### config.mk
export PLATFORM = sky130hd
export DESIGN_NAME = minmax_contrast_normalizer
export DESIGN_NICKNAME = d
export VERILOG_FILES = /design/src/rtl/mmcn_pkg.sv /design/src/rtl/minmax_contrast_normalizer.sv /design/src/rtl/mmcn_tracker.sv /design/src/rtl/mmcn_divider.sv
export SDC_FILE = /design/constraint.sdc
export NUM_CORES = 1
export LEC_CHECK = 0
export BUFFER_PORTS_ARGS = -buffer_cell sky130_fd_sc_hd__buf_2
export CAP_MARGIN = 5
export CORE_MARGIN = 4
export CORE_UTILIZATION = 40
export DETAILED_ROUTE_END_ITERATION = 6
export SLEW_MARGIN = 10
export SYNTH_ARGS = -nofsm -noshare
export SYNTH_HDL_FRONTEND = slang
export SYNTH_SLANG_ARGS = --single-unit
### constraint.sdc
create_clock -name aclk -period 6.4 [get_ports aclk]
set_input_delay 1.28 -clock aclk [delete_from_list [all_inputs] [get_ports aclk]]
set_output_delay 1.28 -clock aclk [all_outputs]
set_load 0.005 [all_outputs]
### src/rtl/mmcn_pkg.sv
// Shared types and constants of the min-max contrast normalizer.
// Depends on nothing; used by every module of the block.
`default_nettype none

package mmcn_pkg;

    localparam int SAMPLE_BITS    = 16;
    localparam int INTENSITY_BITS = 8;
    localparam int COUNT_BITS     = $clog2(INTENSITY_BITS + 1);

    localparam logic OP_MEASURE   = 1'b0;
    localparam logic OP_NORMALIZE = 1'b1;

    typedef struct packed {
        logic                   op;
        logic [SAMPLE_BITS-1:0] sample;
        logic                   first;
    } in_item_t;

    typedef struct packed {
        logic [INTENSITY_BITS-1:0] intensity;
        logic                      no_range;
    } out_item_t;

    // Operands of one normalize job, captured at acceptance.
    typedef struct packed {
        logic [SAMPLE_BITS-1:0] offset;
        logic [SAMPLE_BITS-1:0] span;
        logic                   no_range;
    } job_t;

    typedef struct packed {
        logic start;
        logic take;
    } div_ctl_t;

    typedef enum logic [1:0] {
        ST_IDLE,
        ST_LOAD,
        ST_DIVIDE
    } ctl_state_t;

endpackage

`default_nettype wire

### src/rtl/minmax_contrast_normalizer.sv
// Top level of the min-max contrast normalizer: control, output register and submodules.
// Depends on mmcn_pkg, mmcn_tracker and mmcn_divider.
//
//   Channel   Direction  Handshake          Payload
//   s_        in         s_valid/s_ready    s_data  (op, sample, first)
//   m_        out        m_valid/m_ready    m_data  (intensity, no_range)
//
// A measure transaction produces no result and leaves s_ready high.
// A normalize transaction has its result valid after these steps: offset and
// range are captured at the accepting edge, then the LOAD state loads the divider, eight
// divider steps give one quotient bit each and the quotient then moves to the output.
// s_ready is high only while the serial divider is free, so a normalize transaction
// holds off new ones until its quotient is handed over, longer while a result waits.
// The output register lets a new transaction be accepted while a result waits.
// Reset is synchronous and active low; it restores the min/max trackers.
`default_nettype none

module minmax_contrast_normalizer (
    input  logic                aclk,
    input  logic                aresetn,
    input  logic                s_valid,
    output logic                s_ready,
    input  mmcn_pkg::in_item_t  s_data,
    output logic                m_valid,
    input  logic                m_ready,
    output mmcn_pkg::out_item_t m_data
);
    import mmcn_pkg::*;

    ctl_state_t                state_reg, state_next;
    logic                      m_valid_reg, m_valid_next;
    out_item_t                 m_data_reg, m_data_next;
    logic                      accept;
    logic                      meas_en, norm_en;
    job_t                      job;
    div_ctl_t                  div_ctl;
    logic                      div_done;
    logic [INTENSITY_BITS-1:0] div_quotient;

    assign accept  = s_valid && s_ready;
    assign meas_en = accept && (s_data.op == OP_MEASURE);
    assign norm_en = accept && (s_data.op == OP_NORMALIZE);

    mmcn_tracker u_tracker (
        .aclk    (aclk),
        .aresetn (aresetn),
        .meas_en (meas_en),
        .norm_en (norm_en),
        .item    (s_data),
        .job     (job)
    );

    mmcn_divider u_divider (
        .aclk     (aclk),
        .aresetn  (aresetn),
        .ctl      (div_ctl),
        .offset   (job.offset),
        .span     (job.span),
        .done     (div_done),
        .quotient (div_quotient)
    );

    // The job register holds its operands until the quotient has left the
    // divider, because no new transaction is accepted before then.
    always_comb begin
        state_next    = state_reg;
        s_ready       = 1'b0;
        div_ctl.start = 1'b0;
        div_ctl.take  = 1'b0;
        m_valid_next  = m_valid_reg && !m_ready;
        m_data_next   = m_data_reg;
        unique case (state_reg)
            ST_IDLE: begin
                s_ready = 1'b1;
                if (norm_en) begin
                    state_next = ST_LOAD;
                end
            end
            ST_LOAD: begin
                div_ctl.start = 1'b1;
                state_next    = ST_DIVIDE;
            end
            ST_DIVIDE: begin
                // Hand the quotient over once the output register is free.
                if (div_done && (!m_valid_reg || m_ready)) begin
                    div_ctl.take         = 1'b1;
                    m_valid_next         = 1'b1;
                    m_data_next.intensity = div_quotient;
                    m_data_next.no_range  = job.no_range;
                    state_next           = ST_IDLE;
                end
            end
            default: begin
                state_next = ST_IDLE;
            end
        endcase
    end

    always_ff @(posedge aclk) begin
        if (!aresetn) begin
            state_reg   <= ST_IDLE;
            m_valid_reg <= 1'b0;
        end else begin
            state_reg   <= state_next;
            m_valid_reg <= m_valid_next;
        end
    end

    always_ff @(posedge aclk) begin
        m_data_reg <= m_data_next;
    end

    assign m_valid = m_valid_reg;
    assign m_data  = m_data_reg;

endmodule

`default_nettype wire

### src/rtl/mmcn_tracker.sv
// Running minimum/maximum tracker and normalize-job operand capture.
// Depends on mmcn_pkg.
`default_nettype none

module mmcn_tracker (
    input  logic              aclk,
    input  logic              aresetn,
    input  logic              meas_en,
    input  logic              norm_en,
    input  mmcn_pkg::in_item_t item,
    output mmcn_pkg::job_t     job
);
    import mmcn_pkg::*;

    logic [SAMPLE_BITS-1:0] lowest_reg, lowest_next;
    logic [SAMPLE_BITS-1:0] highest_reg, highest_next;
    logic                   any_reg, any_next;
    job_t                   job_reg, job_next;
    logic [SAMPLE_BITS-1:0] diff_span, range_val, diff_off, off_val;

    always_comb begin
        lowest_next  = lowest_reg;
        highest_next = highest_reg;
        any_next     = any_reg;
        if (meas_en) begin
            if (item.first) begin
                lowest_next  = item.sample;
                highest_next = item.sample;
            end else begin
                if (item.sample < lowest_reg) begin
                    lowest_next = item.sample;
                end
                if (item.sample > highest_reg) begin
                    highest_next = item.sample;
                end
            end
            any_next = 1'b1;
        end
    end

    // Before any measurement the reset values give a range of one and an
    // offset of zero, so the divider naturally returns zero.
    always_comb begin
        diff_span = (highest_reg > lowest_reg) ? (highest_reg - lowest_reg) : '0;
        range_val = (diff_span == '0) ? SAMPLE_BITS'(1) : diff_span;
        diff_off  = (item.sample > lowest_reg) ? (item.sample - lowest_reg) : '0;
        off_val   = (diff_off > range_val) ? range_val : diff_off;
        job_next  = job_reg;
        if (norm_en) begin
            job_next.offset   = off_val;
            job_next.span     = range_val;
            job_next.no_range = !any_reg;
        end
    end

    always_ff @(posedge aclk) begin
        if (!aresetn) begin
            lowest_reg  <= '1;
            highest_reg <= '0;
            any_reg     <= 1'b0;
        end else begin
            lowest_reg  <= lowest_next;
            highest_reg <= highest_next;
            any_reg     <= any_next;
        end
    end

    always_ff @(posedge aclk) begin
        job_reg <= job_next;
    end

    assign job = job_reg;

endmodule

`default_nettype wire

### src/rtl/mmcn_divider.sv
// Bit-serial restoring divider: floor(offset * 255 / span), one quotient bit per cycle.
// Depends on mmcn_pkg.
`default_nettype none

module mmcn_divider (
    input  logic                                  aclk,
    input  logic                                  aresetn,
    input  mmcn_pkg::div_ctl_t                    ctl,
    input  logic [mmcn_pkg::SAMPLE_BITS-1:0]      offset,
    input  logic [mmcn_pkg::SAMPLE_BITS-1:0]      span,
    output logic                                  done,
    output logic [mmcn_pkg::INTENSITY_BITS-1:0]   quotient
);
    import mmcn_pkg::*;

    localparam int SB = SAMPLE_BITS;
    localparam int IB = INTENSITY_BITS;
    localparam int NB = SB + IB;

    logic [SB-1:0]         rem_reg, rem_next;
    logic [IB-1:0]         low_reg, low_next;
    logic [SB-1:0]         div_reg, div_next;
    logic [IB-1:0]         quo_reg, quo_next;
    logic [COUNT_BITS-1:0] cnt_reg, cnt_next;
    logic                  busy_reg, busy_next;
    logic [NB-1:0]         product;
    logic [SB:0]           trial, diff;
    logic                  fits;

    // offset * 255 as offset * 256 - offset. Since offset <= span the
    // quotient fits in IB bits and the high part starts below the divisor.
    assign product = {offset, {IB{1'b0}}} - {{IB{1'b0}}, offset};
    assign trial   = {rem_reg, low_reg[IB-1]};
    assign diff    = trial - {1'b0, div_reg};
    assign fits    = trial >= {1'b0, div_reg};

    always_comb begin
        rem_next  = rem_reg;
        low_next  = low_reg;
        div_next  = div_reg;
        quo_next  = quo_reg;
        cnt_next  = cnt_reg;
        busy_next = busy_reg;
        if (ctl.start) begin
            rem_next  = product[NB-1:IB];
            low_next  = product[IB-1:0];
            div_next  = span;
            quo_next  = '0;
            cnt_next  = COUNT_BITS'(IB);
            busy_next = 1'b1;
        end else if (busy_reg && cnt_reg != '0) begin
            rem_next = fits ? diff[SB-1:0] : trial[SB-1:0];
            low_next = {low_reg[IB-2:0], 1'b0};
            quo_next = {quo_reg[IB-2:0], fits};
            cnt_next = cnt_reg - COUNT_BITS'(1);
        end else if (ctl.take) begin
            busy_next = 1'b0;
        end
    end

    always_ff @(posedge aclk) begin
        if (!aresetn) begin
            busy_reg <= 1'b0;
            cnt_reg  <= '0;
        end else begin
            busy_reg <= busy_next;
            cnt_reg  <= cnt_next;
        end
    end

    always_ff @(posedge aclk) begin
        rem_reg <= rem_next;
        low_reg <= low_next;
        div_reg <= div_next;
        quo_reg <= quo_next;
    end

    assign done     = busy_reg && (cnt_reg == '0);
    assign quotient = quo_reg;

endmodule

`default_nettype wire

## Yosys cells after proc, flatten, opt, wreduce, memory -nomap -nowiden

Cells that the tools add are included.

| word-level totals | value |
|---|---|
| output and inout bits | 11 |
| word-level logic and storage cells | 87 |
| bits in registers | 131 |

| operators by class | value |
|---|---|
| $lt $le $gt $ge | 6 |
| bitwise operators | 2 |
| $add $sub $neg | 5 |
| reductions and logical operators | 25 |
| equal/unequal tests | 5 |
| multiplexer cells | 27 |

Operator list:

| cell | number |
|---|---|
| $mux 16 | 11 |
| $gt 16x16->1 | 4 |
| $sub 16x16->16 | 3 |
| $sub 24x16->24 | 1 |
| $ge 17x16->1 | 1 |
| $logic_not 16->1 | 1 |
| $lt 16x16->1 | 1 |
| $mux 8 | 2 |
| $reduce_and 2->1 | 5 |
| $mux 1 | 9 |
| $mux 4 | 2 |
| $reduce_bool 2->1 | 4 |
| $logic_and 1x1->1 | 7 |
| $ne 2x2->1 const B | 3 |
| $pmux 2 s3 | 1 |
| $logic_not 4->1 | 1 |
| $mux 2 | 2 |
| $reduce_bool 4->1 | 1 |
| $sub 4x1->4 const B | 1 |
| $logic_not 1->1 | 3 |
| $eq 2x1->1 const B | 1 |
| $eq 2x2->1 const B | 1 |
| $logic_not 2->1 | 1 |
| $not 1->1 | 2 |
| 2 further kinds | 2 |

## Longest topological paths before layout

Gate-level depths: netlist of the first run.

| depth | value |
|---|---|
| word-level depth | 8 |
| depth in mapped cells | 22 |

## Modules after synthesis

Synthesis of the first run repeated with hierarchy kept, for this count alone.

| unflattened totals | value |
|---|---|
| cells, all modules | 1010 |
| area total of the unflattened synthesis | 9191.3 µm² |

Modules (own cells, without submodules):

| module | area each (µm²) | instances | sequential area each (µm²) | cells an instance |
|---|---|---|---|---|
| mmcn_tracker | 5073.6 | 1 | 1651.6 | 598 |
| mmcn_divider | 3697.3 | 1 | 1461.4 | 387 |
| minmax_contrast_normalizer | 420.4 | 1 | 330.3 | 25 |

## Least setup slack after synthesis of the first run

OpenSTA, ideal clock, no wires.

| path | value |
|---|---|
| path kind | input to register |
| start point | input s_data[1] in the netlist's numbering |
| end point | register u_tracker.job_reg (netlist bit u_tracker.job[32]) (data pin) |
| library setup time | 0.259 ns |
| path slack | 0.747 ns |
| buffers on the path | 2 |
| arrival | 5.393 ns |
| cell stages on the path | 22 |
| path through | inv_1 ha_1 inv_1 fa_1 a21o_1 a211oi_2 o21ai_1 a221o_1 a221oi_2 a31oi_1 clkbuf_1 and2_1 ha_1 o21ai_0 a21oi_1 o41ai_1 o21ai_0 a2111oi_0 a21o_1 clkbuf_1 nor2_1 o2bb2ai_1 |

| between the ends | value |
|---|---|
| longest elaborated chain between the ends | 4 |
| elaborated cells on any way between the ends | 5 |
| those cells by class | add/sub: 1; order compare: 2; mux: 2 |

RTL lines:

| what | line | source |
|---|---|---|
| start: declaration | minmax_contrast_normalizer.sv:23 | `input mmcn_pkg::in_item_t s_data,` |
| $sub 16x16->16 / $gt 16x16->1 (equally long branches) | mmcn_tracker.sv:46 | `diff_off = (item.sample > lowest_reg) ? (item.sample - lowest_reg) : '0;` |
| $mux 16 (*) | mmcn_tracker.sv:46 |  |
| $gt 16x16->1 | mmcn_tracker.sv:47 | `off_val = (diff_off > range_val) ? range_val : diff_off;` |
| $mux 16 (*) | mmcn_tracker.sv:47 |  |
| via u_tracker.off_val[15] | mmcn_tracker.sv:19 | `logic [SAMPLE_BITS-1:0] diff_span, range_val, diff_off, off_val;` |
| end signal: assignment | mmcn_tracker.sv:69 | `job_reg <= job_next;` |
| end: declaration | mmcn_tracker.sv:18 | `job_t job_reg, job_next;` |

Mark *: on every way through the listed nets, which the timed path passes. The rest lies on a longest branch.
A chain may end at the register's enable or synchronous reset.

## Final worst setup path of the first run

| path | value |
|---|---|
| start point | input s_data[1] in the netlist's numbering |
| end point | register u_tracker.job_reg (netlist bit u_tracker.job[28]) (data pin) |

The elaborated chain is that of the path after synthesis.

==> results.yml, run 1 <==
status:
  status: "finished, final reports clean"
floorplanning:
  die_w_um: 158.1
  die-area_um2: 24990
  core-area_um2: 21960
  die_h_um: 158.1
  io_pins: 33
  rows: 54
  initial_core_util_pct: 41.03
timing:
  timing.final.crit_share_pct: 88.37
  fin_hold_ws_ps: 420.6
  slew_violations: 0
  hold_violations: 0
  max_slew_margin_pct: 32.17
  finalSetupViolCount: 0
  max_freq_mhz: 176.8
  layout_min_cycle_time_ps: 5655
  fin_setup_tns_ps: 0
  rsz0062_at_grt: "no"
  worst_pin_slew_ps: 1015
  skew_ps: 7.871
clock_network:
  cts-resized-gates: 0
  worst_skew_pair.late_latency_ps: 430
  clockRootBuffer: "clkbuf_16"
  cts_hold_buf: 0
  h-tree-depth: 4
  clock_sinks: 131
  clk_pin_slew_ps: 60
  cts_buffer_depth: 2
  cts_setup_buffers: 0
  cts_buffers: 17
  cts_tree: "done"
place:
  dp_hpwl_mm: 15.43
  port_buffers: 32
  gp_congestion: 0.9178
layout:
  final_common_cell: "nand2_1"
  layout-drive-gt1-share_pct: 9.874
  largest_reg_flops: 33
  diodes: 0
  final_nets: 1135
  most-common-layout-cells: "101 x nand2_1, 90 x ha_1, 89 x inv_1"
  area_growth_pct: 11.36
drt:
  wl_per_cell_um: 15.26
  dr_total_vias: 6996
  avgViaCountPerCell: 5.328
  dr.first_iter.drc_count: 396
  routed_wirelength_mm: 20.04
  drc: 0
  drt_pass1_iterations: 5
  antenna_left: 0
power_and_ir_drop:
  powerDensity_nw_per_um2: 245.9
  p_int_uw: 1693
  power_frac_seq_pct: 39.2
  p_leak_uw: 0.004218
  power_frac_clock_pct: 39.1
  p_comb_share_pct: 21.7
  vdd_drop_max_v: 0.0001765
  switching_share_pct: 31.36
  power.switching_uw: 773.5
critical_path:
  crit_chain: "buf_2 -> inv_1 -> ha_1 -> inv_1 -> fa_1 -> a21o_1 -> a211oi_2 -> o21ai_1 -> a221o_1 -> a221oi_2 -> a31oi_2 -> buf_4 -> and2_1 -> ha_1 -> o41ai_1 -> o21ai_0 -> a2111oi_0 -> a21o_1 -> buf_4 -> o21ai_0"
  cp-end-kind: "flip-flop"
  crit_fanout: 22
  crit_type: "in -> reg"
  max_stage_delay_ps: 570
  crit_required_ps: 6560
  crit_arrival_ps: 5820
  cpMaxStageDelayCell: "a2111oi_0"
  crit_path_start_kind: "input pin"
global_route:
  antenna_found_initial: 0
  grt_first_pass_wirelength_mm: 33.93
  grt_overflow: 0
  grt_util_all_layers_pct: 16.89
  grt_pass1_vias: 6920
  grt_max_degree: 57
yosys:
  syn_area_um2: 9009
  synth.distinct_cells: 66
  seq_area_frac_synth_pct: 38.22
  synth_top_area_share_pct: 27.33
  syn_avg_cell_area_um2: 9.072
  syn_inst: 993
  yosysWarnings: 0
  yosysTopAreaCell: "edfxtp_1"
  synthArstFlopShare_pct: 0
  synthTopCellsByArea: "edfxtp_1 27%, ha_1 13%, dfxtp_1 11%"
  synthesis.nets: 1108
  ys_ff_latch: 131
  synth_flop_cell: "edfxtp_1"
  synth-edff-count: 82
job:
  maxCapViolations: 0
hold_path:
  hold_path.class: "reg -> reg"
power groups by stage:
| stage | combinational (uW) | sequential, uW | clock [uW] |
|---|---|---|---|
| after floorplan | 406 | 977 | 0 |
| after global placement | 526 | 985 | 0 |
| after detailed placement | 531 | 985 | 0 |
| after CTS | 535 | 967 | 982 |
| after global routing | 604 | 971 | 1030 |
| final | 534 | 967 | 965 |
synth_stat cells (all sizes together), types with 4 or more instances:
library cell	number
and2	17
a21o	24
a211o	4
inv	90
nand4	12
nand3	50
o31ai	10
clkbuf	21
or2	13
nor2	60
dfxtp	49
o21a	15
mux2i	13
a211oi	10
xnor2	30
and3	7
o21bai	4
nor4	7
xor2	25
o31a	4
nor2b	16
nand3b	6
a41oi	4
a21boi	5
a21oi	55
nand2b	13
o21ai	59
ha	90
buf	10
nor3	16
o211ai	17
a31oi	12
nand2	101
edfxtp	82
nand4b	4
cells by family after synthesis:
| family | synth area share (%) |
|---|---|
| AO/OA/AOI/OAI | 18.49 |
| XOR/XNOR | 5.347 |
| adder cells (fa/ha/maj) | 13.17 |
| buffers and inverters | 5.306 |
| flip-flops | 38.22 |
| multiplexers | 1.569 |
| AND/OR/NAND/NOR | 17.90 |
final cells by class:
type / instances / area [um2]
Fill cell: 2102 / 11930
Multi-Input combinational cell: 741 / 5104
Sequential cell: 131 / 3443
Clock buffer: 18 / 450.4
Tap cell: 280 / 350.3
Inverter: 90 / 337.8
Timing Repair Buffer: 39 / 212.7
Clock inverter: 14 / 133.9
through the flow:
step	instance area (um2)	utilization (%)	setup slack [ps]	instances	total power [uW]
floorplan	9009	-	747.3	993	1383
global placement	9448	43.03	424.3	1281	1511
detailed placement	9448	43.03	269.5	1281	1517
CTS	10030	45.69	735.4	1313	2484
global route	10030	45.69	314.2	1313	2606
finish	10030	45.69	744.6	1313	2466
metal layers:
metal | part of all wire, % | vias up | GRT usage [%]
met5 | 0 | - | 0
met4 | 2.1 | 0 | 5.361
met3 | 3.3 | 32 | 3.581
met2 | 46 | 120 | 27.54
met1 | 48 | 3203 | 22.52
li1 | - | 3641 | -
path summary, 6_finish.rpt:
check                           start               endpoint  slack [ps]  depth (start not counted)
max reg2reg  u_tracker.highest_reg[0]      u_tracker.job[28]         890                         20
min reg2reg         u_tracker.job[15]  u_divider.div_reg[14]         420                          0
max                         s_data[1]      u_tracker.job[28]         740                         20
min                 u_tracker.job[15]  u_divider.div_reg[14]         420                          0
critical path: cells and delay by family:
| family | cells | cell delay (ps) |
|---|---|---|
| buffers and inverters | 5 | 720 |
| and+or+nand+nor | 1 | 150 |
| AOI/OAI and AO/OA | 11 | 2890 |
| adders and majority gates | 3 | 750 |
(Power assumes the default switching activity.)
==> run 2: changes to the inputs <==
clock period = 5.2 ns   (was 6.4 ns; I/O delays follow)
==> results.yml, run 2 (synthesis gave the netlist of run 1 again) <==
hold_path:
  min_to: "u_divider.div_reg[6]"
  hold_path.class: "reg -> reg"
  min_path_cells: 0
  min_from: "u_tracker.job[7]"
clock_network:
  clk_pin_slew_ps: 70
  worst_skew_pair.late_latency_ps: 430
  clockRootBuffer: "clkbuf_16"
  cts_buffer_depth: 2
  clock_sinks: 131
  cts_buffers: 17
  cts_tree: "done"
  h-tree-depth: 4
floorplanning:
  die_w_um: 158.1
  io_pins: 33
  die_h_um: 158.1
  core-area_um2: 21960
  die-area_um2: 24990
  initial_core_util_pct: 41.03
  rows: 54
critical_path:
  cpMaxStageDelayCell: "fa_1"
  crit_chain: "buf_2 -> inv_1 -> ha_1 -> inv_1 -> fa_1 -> a21o_1 -> a211oi_2 -> o21ai_1 -> a221o_1 -> a221oi_2 -> a31oi_2 -> buf_4 -> buf_4 -> and2_1 -> ha_1 -> a21o_1 -> nand3_1 -> a21oi_1 -> a2111oi_2 -> a21o_1 -> buf_12 -> nand2_1 -> o2bb2ai_1"
  cp-end-kind: "flip-flop"
  crit_arrival_ps: 5110
  crit_path_start: "s_data[1]"
  crit_family: "compound AO/OA/AOI/OAI gates"
  max_stage_delay_ps: 380
  crit_path_start_kind: "input pin"
  rr_worst_depth: 22
  worstReg2RegEnd: "u_tracker.job[32]"
  cp_num_buf_inv: 6
  timing.rr.start: "u_tracker.highest_reg[0]"
  crit_top_cell: "a21o_1"
  crit_required_ps: 5470
  crit_fanout: 29
  crit_type: "in -> reg"
  reg2reg_slack_ps: 400
layout:
  final_nets: 1154
  largest_reg_flops: 33
  most-common-layout-cells: "101 x nand2_1, 90 x ha_1, 89 x inv_1"
  area_growth_pct: 13.49
  layout-drive-gt1-share_pct: 11.79
  diodes: 0
  final_area_um2: 10220
  final_common_cell: "nand2_1"
  nFillCells: 2085
place:
  post-place-ws_ps: -192.0
  gp_congestion: 0.9088
  dp_hpwl_mm: 15.73
  port_buffers: 32
  dpl_cell_area_um2: 9609
timing:
  max_freq_mhz: 206.4
  max_slew_margin_pct: 22.24
  setup_slack_ps: 355.2
  finalSetupViolCount: 0
  hold_violations: 0
  timing.final.crit_share_pct: 93.17
  worst_pin_slew_ps: 1166
  slew_violations: 0
  skew_ps: 11.67
  layout_min_cycle_time_ps: 4845
  rsz0062_at_grt: "no"
job:
  maxCapViolations: 0
drt:
  avgViaCountPerCell: 5.328
  wl_per_cell_um: 15.24
  antenna_left: 0
  drc: 0
  drt_pass1_iterations: 5
  routed_wirelength_mm: 20.31
  dr_total_vias: 7097
  dr.first_iter.drc_count: 353
power_and_ir_drop:
  p_leak_uw: 0.004332
  vdd_drop_max_v: 0.0002238
  powerDensity_nw_per_um2: 302.7
global_route:
  antenna_found_initial: 0
  grt_pass1_vias: 6770
  grt_max_degree: 57
  grt_overflow: 0
  grt_first_pass_wirelength_mm: 33.69
  grt_util_all_layers_pct: 16.79
status:
  status: "finished, final reports clean"
run 2: cell count changes in the layout (fill, tap and decap cells not counted), sizes merged:
cell      previous run  this run
buf                 39        58
clkinv               3         4
clkinvlp             1         0
run 2: worst max-delay path by stage:
stage / slack [ps] / cells after the start / end
floorplan: -8 / 22 / u_tracker.job[32]
global placement: -90 / 21 / u_tracker.job[31]
detailed placement: -190 / 21 / u_tracker.job[27]
CTS: 160 / 21 / u_tracker.job[25]
global route: 20 / 23 / u_tracker.job[30]
finish: 360 / 23 / u_tracker.job[32]
run 2: through the flow:
stage / total power [uW] / utilization [%] / hold WS, ps / cells / setup TNS (ps)
floorplan: 1713 / - / 400.3 / 993 / -7.848
global placement: 1899 / 43.76 / 406.0 / 1300 / -1272
detailed placement: 1905 / 43.76 / 404.5 / 1300 / -2659
CTS: 3120 / 46.51 / 416.8 / 1332 / 0
global route: 3258 / 46.56 / 432.4 / 1332 / 0
finish: 3095 / 46.56 / 412.1 / 1332 / 0
run 2: metal layers:
layer	share of wire [%]	routed length [um]	GRT usage, %
met5	0	0	0
met4	2.1	423	6.052
met3	2.4	493	2.488
met2	47	9584	27.97
met1	48	9803	22.24
run 2: final cells by class:
cell class | count | area [um2] | share of cell area [%]
flip-flops and latches | 131 | 3443 | 33.68
repair buffers | 58 | 367.9 | 3.598
well taps | 280 | 350.3 | 3.427
clock buffers | 18 | 450.4 | 4.406
multi-input cells | 741 | 5121 | 50.09
inverters | 90 | 337.8 | 3.304
clock inverters | 14 | 152.6 | 1.493
run 2: what timing repair did:
item / 4_1_cts / 5_1_grt
hold buffers: 0 / 0
buffers inserted: 0 / 0
resized for setup: 0 / 3
setup endpoints to repair: 0 / 16
run 2: worst reg2reg max path, stage by stage (launching register included):
cell and delay (ps):
dfxtp_1 380, inv_1 60, ha_1 210, fa_1 410
nor2b_1 190, o2111ai_2 180, a31oi_4 280, mux2_2 350
o311ai_0 270, buf_4 180, and4_1 220, nand3b_1 100
o21bai_2 190, ha_1 160, nand2b_1 100, a21oi_1 70
o41ai_2 230, o21ai_1 130, a2111oi_2 360, a21o_1 190
buf_12 170, nand2_1 60, o2bb2ai_1 140
run 2: where the power goes:
part	internal (uW)	leakage [uW]	switching (uW)
clock network	671	0.000296	534
registers	1160	0.00116	29.3
logic	292	0.00287	407
==> run 3: changes to the inputs <==
GPL_TIMING_DRIVEN = 0   (was unset)
==> results.yml, run 3 (synthesis gave the netlist of run 1 again) <==
layout:
  layout-drive-gt1-share_pct: 12.83
  final_common_cell: "nand2_1"
  final_nets: 1170
  most-common-layout-cells: "101 x nand2_1, 88 x inv_1, 86 x ha_1"
  largest_reg_flops: 33
  area_growth_pct: 15.33
  diodes: 0
drt:
  drt_pass1_iterations: 7
  drc: 0
  dr.first_iter.drc_count: 448
  antenna_left: 0
  avgViaCountPerCell: 5.400
  dr_total_vias: 7279
  wl_per_cell_um: 16.25
  routed_wirelength_mm: 21.91
timing:
  skew_ps: 10.98
  max_slew_margin_pct: 30.70
  max_freq_mhz: 195.8
  timing.final.crit_share_pct: 98.23
  slew_violations: 0
  hold_violations: 0
  finalSetupViolCount: 0
  layout_min_cycle_time_ps: 5108
  worst_pin_slew_ps: 1037
  setup_slack_ps: 92.02
  fin_hold_ws_ps: 421.4
clock_network:
  cts_hold_buf: 0
  clock_sinks: 131
  clk_pin_slew_ps: 70
  worst_skew_pair.late_latency_ps: 430
  clockRootBuffer: "clkbuf_16"
  h-tree-depth: 4
  cts_buffer_depth: 2
  cts_buffers: 17
  cts_tree: "done"
global_route:
  antenna_found_initial: 0
  grt_util_all_layers_pct: 18.25
  grt_first_pass_wirelength_mm: 36.18
  grt_max_degree: 35
  grt_overflow: 0
  grt_pass1_vias: 7127
status:
  status: "finished, final reports clean"
floorplanning:
  initial_core_util_pct: 41.03
  die-area_um2: 24990
  die_w_um: 158.1
  core-area_um2: 21960
  die_h_um: 158.1
  io_pins: 33
  rows: 54
power_and_ir_drop:
  powerDensity_nw_per_um2: 303.4
  vdd_drop_max_v: 0.0002191
  total_power_uw: 3153
  p_leak_uw: 0.004371
place:
  post-place-ws_ps: -994.1
  dp_hpwl_mm: 17.18
  gp_congestion: 0.9130
  port_buffers: 31
critical_path:
  crit_path_start_kind: "input pin"
  cp-end-kind: "flip-flop"
  crit_required_ps: 5380
  crit_arrival_ps: 5280
  crit_type: "in -> reg"
  crit_fanout: 7
hold_path:
  hold_path.class: "reg -> reg"
job:
  maxCapViolations: 0
-- run 3: through the flow --
step                      instance area, um2  TNS [ps]  utilization (%)  std cells
after detailed placement                9527    -14650            43.38       1304
after global placement                  9525    -15220            43.38       1304
after global routing                   10390    -50.87            47.32       1348
after CTS                              10230         0            46.59       1342
final                                  10390         0            47.32       1348
after floorplan                         9020    -7.848                -        993
-- run 3: routing by layer --
metal / up-vias / global-route usage (%) / wire length, um
met5: - / 0 / 0
met4: 0 / 6.336 / 524
met3: 38 / 3.171 / 519
met2: 113 / 30.58 / 10590
met1: 3418 / 23.86 / 10270
li1: 3710 / - / -
-- run 3: cell type report --
| type | count | area [um2] |
|---|---|---|
| multi-input cells | 741 | 5230 |
| clock buffers | 17 | 425.4 |
| inverters | 90 | 340.3 |
| repair buffers | 44 | 252.7 |
| fillers | 2127 | 11570 |
| well taps | 280 | 350.3 |
| flip-flops and latches | 131 | 3443 |
| clock inverters | 15 | 181.4 |
| plain buffers | 30 | 166.4 |
-- run 3: worst max-delay path: stages --
cell and delay, ps:
buf_2 120, inv_4 70, ha_4 130, inv_1 50
fa_2 340, a21o_1 210, a211oi_2 280, o21ai_2 140
a221o_1 380, a221oi_4 310, a31oi_4 80, buf_8 160
and2_4 140, ha_4 210, o21ai_2 140, a21oi_2 50
o41ai_2 280, o21ai_1 130, a2111oi_2 440, a21o_1 220
clkbuf_8 180, nor2_1 40, o2bb2ai_1 150
-- run 3: report_power, final --
part / total [uW] / switching, uW / leakage (uW) / internal (uW)
clock: 1210 / 557 / 0.000296 / 652
sequential: 1190 / 29.6 / 0.00116 / 1160
combinational: 753 / 441 / 0.00291 / 312
-- run 3: path summary, 6_finish.rpt --
path	depth (start not counted)	to	from	slack, ps
worst min-delay path	0	u_divider.div_reg[12]	u_tracker.job[13]	420
worst max register to register	21	u_tracker.job[32]	u_tracker.highest_reg[0]	230
worst max-delay path	23	u_tracker.job[32]	s_data[1]	90
worst min register to register	0	u_divider.div_reg[12]	u_tracker.job[13]	420
-- run 3: repair_timing --
| item | in CTS | in global routing |
|---|---|---|
| buffers inserted | 5 | 7 |
| endpoints found under the setup margin | 16 | 16 |
| gates cloned | 1 | 0 |
| pin swaps | 6 | 10 |
| gates resized for setup | 15 | 21 |
